## src/rtl/cpgi_pkg.sv

```systemverilog
// cpgi_pkg: types, constants and helper functions for the circular pattern
// gain interpolator; no dependencies, compiled first
package cpgi_pkg;

  // angle and gain ranges
  localparam logic [15:0] FULL_TURN = 16'd23040;
  localparam int GAIN_MIN = -16384;
  localparam int GAIN_MAX = 12288;

  // dB to linear conversion constants
  localparam logic [31:0] LN10_Q30  = 32'd2472381918;
  localparam logic [33:0] ONE_Q30   = 34'd1073741824;
  localparam logic [15:0] DB_STEP   = 16'd2560;
  localparam logic [15:0] DB_OFFSET = 16'd17920;
  localparam logic [4:0]  TERMS     = 5'd24;

  // reciprocal of five, 2^34 / 5 rounded up, exact for dividends below 2^34
  localparam logic [31:0] RECIP5    = 32'd3435973837;

  // shared divider widths
  localparam int DIV_NW = 48;
  localparam int DIV_DW = 40;

  // item opcodes and result status codes
  localparam logic OP_WRITE = 1'b0;
  localparam logic OP_QUERY = 1'b1;
  localparam logic [1:0] ST_OK        = 2'd0;
  localparam logic [1:0] ST_EMPTY     = 2'd1;
  localparam logic [1:0] ST_BAD_INDEX = 2'd2;

  typedef enum logic [4:0] {
    S_IDLE, S_SCAN, S_RD_LO, S_RD_HI, S_RD_WAIT, S_SPAN, S_IMUL, S_IDIV, S_IWAIT,
    S_CONV, S_DB, S_XMUL, S_XDIV, S_XWAIT, S_TMUL, S_TDIV, S_TWAIT,
    S_FIN, S_FMUL, S_FRND, S_FDIV, S_FWAIT, S_OUT
  } cpgi_state_t;

  // divider request and response
  typedef struct packed {
    logic       start;
    logic [5:0] nbits;
  } div_req_t;

  typedef struct packed {
    logic busy;
    logic done;
  } div_rsp_t;

  // powers of ten up to ten million
  function automatic logic [23:0] pow10(input logic [2:0] e);
    logic [23:0] p;
    case (e)
      3'd0:    p = 24'd1;
      3'd1:    p = 24'd10;
      3'd2:    p = 24'd100;
      3'd3:    p = 24'd1000;
      3'd4:    p = 24'd10000;
      3'd5:    p = 24'd100000;
      3'd6:    p = 24'd1000000;
      default: p = 24'd10000000;
    endcase
    return p;
  endfunction

  // saturate a gain to the output range
  function automatic logic signed [14:0] clamp_db(input logic signed [33:0] v);
    logic signed [14:0] r;
    if (v < 34'(GAIN_MIN)) begin
      r = 15'(GAIN_MIN);
    end else if (v > 34'(GAIN_MAX)) begin
      r = 15'(GAIN_MAX);
    end else begin
      r = v[14:0];
    end
    return r;
  endfunction

endpackage

```

## src/rtl/cpgi_div.sv

```systemverilog
// cpgi_div: shared restoring divider, one quotient bit per cycle
// depends on cpgi_pkg
module cpgi_div (
  input  logic                          clk,
  input  logic                          rst_n,
  input  cpgi_pkg::div_req_t            req,
  input  logic [cpgi_pkg::DIV_NW-1:0]   dividend,
  input  logic [cpgi_pkg::DIV_DW-1:0]   divisor,
  output cpgi_pkg::div_rsp_t            rsp,
  output logic [cpgi_pkg::DIV_NW-1:0]   quotient
);
  logic [cpgi_pkg::DIV_NW-1:0] q_r;
  logic [cpgi_pkg::DIV_DW-1:0] rem_r;
  logic [cpgi_pkg::DIV_DW-1:0] den_r;
  logic [5:0]                  cnt_r;
  logic                        done_r;
  logic [cpgi_pkg::DIV_DW:0]   trial;
  logic [cpgi_pkg::DIV_DW:0]   diff;
  logic [5:0]                  shamt;

  // one restoring step
  assign trial = {rem_r, q_r[cpgi_pkg::DIV_NW-1]};
  assign diff  = trial - {1'b0, den_r};
  assign shamt = 6'(cpgi_pkg::DIV_NW) - req.nbits;

  // step counter and completion flag
  always_ff @(posedge clk) begin
    if (!rst_n) begin
      cnt_r  <= '0;
      done_r <= 1'b0;
    end else begin
      done_r <= 1'b0;
      if (req.start) begin
        cnt_r <= req.nbits;
      end else if (cnt_r != 6'd0) begin
        cnt_r <= cnt_r - 6'd1;
        if (cnt_r == 6'd1) begin
          done_r <= 1'b1;
        end
      end
    end
  end

  // quotient and partial remainder
  always_ff @(posedge clk) begin
    if (req.start) begin
      q_r   <= dividend << shamt;
      rem_r <= '0;
      den_r <= divisor;
    end else if (cnt_r != 6'd0) begin
      if (!diff[cpgi_pkg::DIV_DW]) begin
        rem_r <= diff[cpgi_pkg::DIV_DW-1:0];
        q_r   <= {q_r[cpgi_pkg::DIV_NW-2:0], 1'b1};
      end else begin
        rem_r <= trial[cpgi_pkg::DIV_DW-1:0];
        q_r   <= {q_r[cpgi_pkg::DIV_NW-2:0], 1'b0};
      end
    end
  end

  assign rsp.busy = (cnt_r != 6'd0);
  assign rsp.done = done_r;
  assign quotient = q_r;
endmodule

```

## config.mk

```make
export PLATFORM = sky130hd
export DESIGN_NAME = cpgi_div
export DESIGN_NICKNAME = d
export VERILOG_FILES = /design/src/rtl/cpgi_pkg.sv /design/src/rtl/cpgi_div.sv
export SDC_FILE = /design/constraint.sdc
export NUM_CORES = 1
export LEC_CHECK = 0
export BUFFER_PORTS_ARGS = -buffer_cell sky130_fd_sc_hd__buf_4
export CAP_MARGIN = 25
export CORE_ASPECT_RATIO = 1.1
export CORE_UTILIZATION = 50
export CTS_CLUSTER_SIZE = 30
export DETAILED_ROUTE_END_ITERATION = 10
export GPL_TIMING_DRIVEN = 0
export HOLD_SLACK_MARGIN = 0.06
export PLACE_DENSITY = 0.81
export SLEW_MARGIN = 10
export SYNTH_ARGS = -nofsm -noshare
export SYNTH_HDL_FRONTEND = slang
export SYNTH_SLANG_ARGS = --single-unit
```

## constraint.sdc

```tcl
create_clock -name clk -period 10.1 [get_ports clk]
set_clock_uncertainty 0.2 [all_clocks]
set_input_delay 1.01 -clock clk [delete_from_list [all_inputs] [get_ports clk]]
set_output_delay 1.01 -clock clk [all_outputs]
set_load 0.005 [all_outputs]
```

; ---- Word level (Yosys, flattened, before mapping)
; Index checks and enable logic that the tools add are counted.
; W data, S select, Z words.
[op_classes]
n_addsub = 3
eq_ne = 1
n_shift = 1
muxes = 7
n_bitwise = 2
n_reduce_logical = 3
[op_table]
columns = operator, n
row1 = $mux W48, 2
row2 = $shl A48 B6 Y48, 1
row3 = $sub A41 B40 Y41, 1
row4 = $mux W40, 1
row5 = $mux W6, 2
row6 = $eq A6 B1 Y1 const B, 1
row7 = $reduce_bool A6 Y1, 1
row8 = $sub A6 B1 Y6 const B, 1
row9 = $sub A6 B6 Y6 const A, 1
row10 = $reduce_or A3 Y1, 1
row11 = $mux W1, 2
row12 = $not A1 Y1, 2
row13 = $reduce_bool A2 Y1, 1
[totals]
ff_bits = 135
out_inout_bits = 50
wordCells = 22

; ---- Depth between registers and ports, before layout
[logic_depth]
word_depth = 4
ltp_mapped = 16
mapped_depth_nobuf = 12

; ---- Worst setup path before layout
; Ideal clock, no wire load.
[synth_timing]
path_type = input -> register
start = input req[0] (netlist bit)
end = register q_r (netlist bit quotient[40]), data pin
setup_time_ns = 0.261
arrival_ns = 4.008
slack_ns = 5.632
cell_stages = 15
n_path_buf = 6
path_cell_list = clkbuf_1 -> buf_2 -> buf_2 -> inv_1 -> ha_1 -> clkbuf_1 -> buf_1 -> clkbuf_1 -> a21oi_1 -> nand2_1 -> o21ai_0 -> o211ai_1 -> o31ai_1 -> a221oi_1 -> nor2_1
[synth_between]
elab_chain_len = 3
[synth_rtl]
columns = element, line
row1 = from (decl), cpgi_div.sv:6  ; input cpgi_pkg::div_req_t req,
row2 = $sub A6 B6 Y6, cpgi_div.sv:24  ; assign shamt = 6'(cpgi_pkg::DIV_NW) - req.nbits;
row3 = $shl A48 B6 Y48, cpgi_div.sv:47  ; q_r <= dividend << shamt;
row4 = $mux W48, cpgi_div.sv:46  ; if (req.start) begin
row5 = to (signal assigned), cpgi_div.sv:47
row6 = to (signal assigned), cpgi_div.sv:53  ; q_r <= {q_r[cpgi_pkg::DIV_NW-2:0], 1'b1};
row7 = to (signal assigned), cpgi_div.sv:56  ; q_r <= {q_r[cpgi_pkg::DIV_NW-2:0], 1'b0};
row8 = to (decl), cpgi_div.sv:12  ; logic [cpgi_pkg::DIV_NW-1:0] q_r;
; Every way passes these cells.
; A chain may end at the register's enable or synchronous reset.

; ---- Final worst setup path
[layout_timing]
start = input req[0] (netlist bit)
end = register q_r (netlist bit quotient[44]), data pin
; The elaborated chain is that of the path after synthesis.

==> flow_summary_export.csv <==
group,metric,value,unit
die,initial_core_util,51.4,%
route,post_drt_wl_per_cell,20.7,um
finish,drive_gt1_share,17.2,%
global_routing,grt_usage,31.6,%
clocking,hold_buffers,0,
yosys,synth.top_cell.area_share,25.7,%
yosys,yosysUniqueCellTypes,70,
power_and_ir_drop,total_power,2140,uW
finish,area_growth,19.5,%
run_status,violations,"design-rule violations",
route,drc_errors,8,
route,dr.first_iter.drc_count,883,
route,via_count,9941,
yosys,synth-adder-area-share,5.43,%
sta,drv_slew,0,
sta,finalCritPeriodShare,55.7,%
die,io_pins,147,
clocking,max-clock-path-buffers,2,
route,dr.pass1.iters,9,
placed_design,placed_area,0.0117,mm^2
die,die_y,152,um
yosys,ys_warn_count,0,
yosys,synthesis.nets,1312,
clocking,htreeDepth,4,
power_and_ir_drop,vdd_ir_drop_max,0.000113,V
clocking,clkTransAtPathRegs,60,ps
clocking,worst_skew_pair.late_latency,440,ps
die,die_area,0.0211,mm^2
finish,fin_nets,1476,
yosys,synthXorXnorAreaFrac,3.84,%
yosys,yosysSeqAreaShare,34.9,%
global_routing,gr-total-overflow,0,
finish,stdcell_count,1601,
yosys,yosys.area_share.simple,15.4,%
clocking,ctsResizeCount,0,
yosys,synthTopCellsByArea,"edfxtp_1 (26%), dfxtp_1 (9.2%), mux2i_1 (6.7%)",
route,via_per_inst,6.21,
global_routing,grt_pass1_vias,9730,
critical_path,arrival,5620,ps
critical_path,start_kind,"primary input",
clocking,cts_tree,"built",
clocking,postCtsSetupBuffers,0,
yosys,ys_ff_latch,135,
yosys,synth-compound-area-share,23.3,%
global_routing,antenna_found_initial,1,
placed_design,gp_congestion,0.986,
sta,rsz0062_at_grt,"false",
yosys,synth.most_common_cell,"nand2_1",
yosys,synthesis.area,0.0103,mm^2
clocking,cts-buffers-inserted,17,
sta,finalSetupViolations,0,
sta,final_hold_viol_count,0,
global_routing,grt_max_degree,43,
sta,worst_slew_pin_slew,1210,ps
global_routing,grt_pass1_wl,51.3,mm
yosys,async_flop_share,0,%
sta,timing.fmax,178,MHz
route,ant_nets,0,
route,drt_wl_total,33.1,mm
placed_design,portBuffers,144,
clocking,cts.sinks,135,
die,core_area,0.0200,mm^2
run_status,outcome,"complete, but fails checks",
yosys,synth_edf_count,88,
placed_design,dp_hpwl,25.9,mm
worst_hold_path,min_path_type,"flip-flop to flip-flop",
yosys,synth_top_family_by_area,"compound AO/OA/AOI/OAI gates",
yosys,syn_inst,1171,
yosys,syn_area_per_cell,8.77,um^2
flow_run,max-cap-violations,0,
sta,finalCriticalPeriod,5620,ps
sta,relSlewSlack,18.7,%
yosys,muxShareOfSynthArea,11.3,%
power_and_ir_drop,p_leak,0.00515,uW
finish,final_core_util,61.4,%
die,rows,54,
yosys,synthFlopType,"edfxtp_1",
placed_design,dp_cells,1568,
clocking,cts-root-buf,"clkbuf_16",
critical_path,end_kind,"flip-flop",
critical_path,path_max_fanout,10,
finish,design_area,0.0123,mm^2
power_and_ir_drop,power.density,174,mW/mm^2
yosys,yosysTopAreaCell,"edfxtp_1",
critical_path,path_class,"primary input to flip-flop",
die,dieWidth,139,um
yosys,synth_common_cells,"nand2_1 (126), nor2_1 (122), a21oi_1 (99)",
critical_path,crit_required,10100,ps
sta,fin_tns_setup,0,ps
sequential cells by signal, indices dropped and copies added, names as in the netlist:
signal / flops
quotient: 48
den_r: 40
rem_r: 40
cnt_r: 6
done_r: 1
where the power goes:
part	switching, uW	total (uW)	internal [uW]
registers	58.9	740	682
logic	463	780	317
clock network	267	620	353
final cells by class:
class | count | area (um^2)
antenna | 1 | 2.50
buffer | 84 | 375
clock buffer | 19 | 443
clock inverter | 13 | 135
fill | 1759 | 7730
inverter | 59 | 221
multi-input combinational | 893 | 6090
sequential | 135 | 3580
tap | 252 | 315
timing repair buffer | 145 | 1100
per-stage QoR:
stage | hold WS, ps | worst slack (ps)
2_1_floorplan | 249 | 5630
3_3_place_gp | 269 | 4260
3_5_place_dp | 279 | 4220
4_1_cts | 290 | 4650
5_1_grt | 323 | 4300
6_report | 292 | 4480
critical path, cell delays in order:
cell and delay [ps]:
clkbuf_1 360, buf_2 390, buf_2 350, inv_1 180
ha_1 310, clkbuf_1 460, buf_1 520, clkbuf_1 450
a21oi_1 160, nand2_1 100, o31ai_1 240, o21ai_0 590
o221ai_1 310, o21a_1 180
layout by cell type, fill, tap and decap left out, types with 6 or more instances in the layout:
cell type,Yosys,final
a211oi_1,47,47
a21o_1,15,15
a21oi_1,99,99
a221oi_1,6,6
a22o_1,14,14
a22oi_1,12,12
a31oi_1,14,14
buf_1,9,9
buf_2,9,9
buf_4,5,149
clkbuf_1,57,58
clkbuf_16,0,17
dfxtp_1,47,47
edfxtp_1,88,88
ha_1,43,43
inv_1,58,58
mux2_2,10,10
mux2i_1,69,69
mux4_2,16,16
nand2_1,126,125
nand2b_1,11,11
nand3_1,15,15
nand4_1,17,17
nor2_1,122,122
nor2b_1,14,14
nor3_1,18,18
o211ai_1,19,19
o21a_1,9,9
o21ai_0,52,52
o21ai_1,7,7
o2bb2ai_1,20,20
o31ai_1,8,8
xnor2_1,24,24
xor2_1,21,21
worst paths after layout:
check / depth (start not counted) / from / slack, ps / to
worst max-delay path: 14 / req[0] / 4480 / quotient[44]$_DFFE_PP_
worst min-delay path: 2 / rem_r[1]$_SDFFE_PP0P_ / 290 / rem_r[1]$_SDFFE_PP0P_
worst max register to register: 13 / quotient[47]$_DFFE_PP_ / 6430 / rem_r[17]$_SDFFE_PP0P_
worst min register to register: 2 / rem_r[1]$_SDFFE_PP0P_ / 290 / rem_r[1]$_SDFFE_PP0P_
metal layers:
metal  track usage, %  vias up  share of wire (%)
li1                 -     4679                  -
met1             37.2     4685                 39
met2             55.1      453                 49
met3             5.37      124                6.3
met4             17.2        0                5.2
met5                0        -                  0
cell families after synthesis:
logic type | Yosys count
buffers and inverters | 143
and+or+nand+nor | 350
adders and majority gates | 44
xor gates and xnor gates | 45
DFF | 135
muxes | 95
AOI/OAI and AO/OA | 359
(Power assumes the default switching activity.)
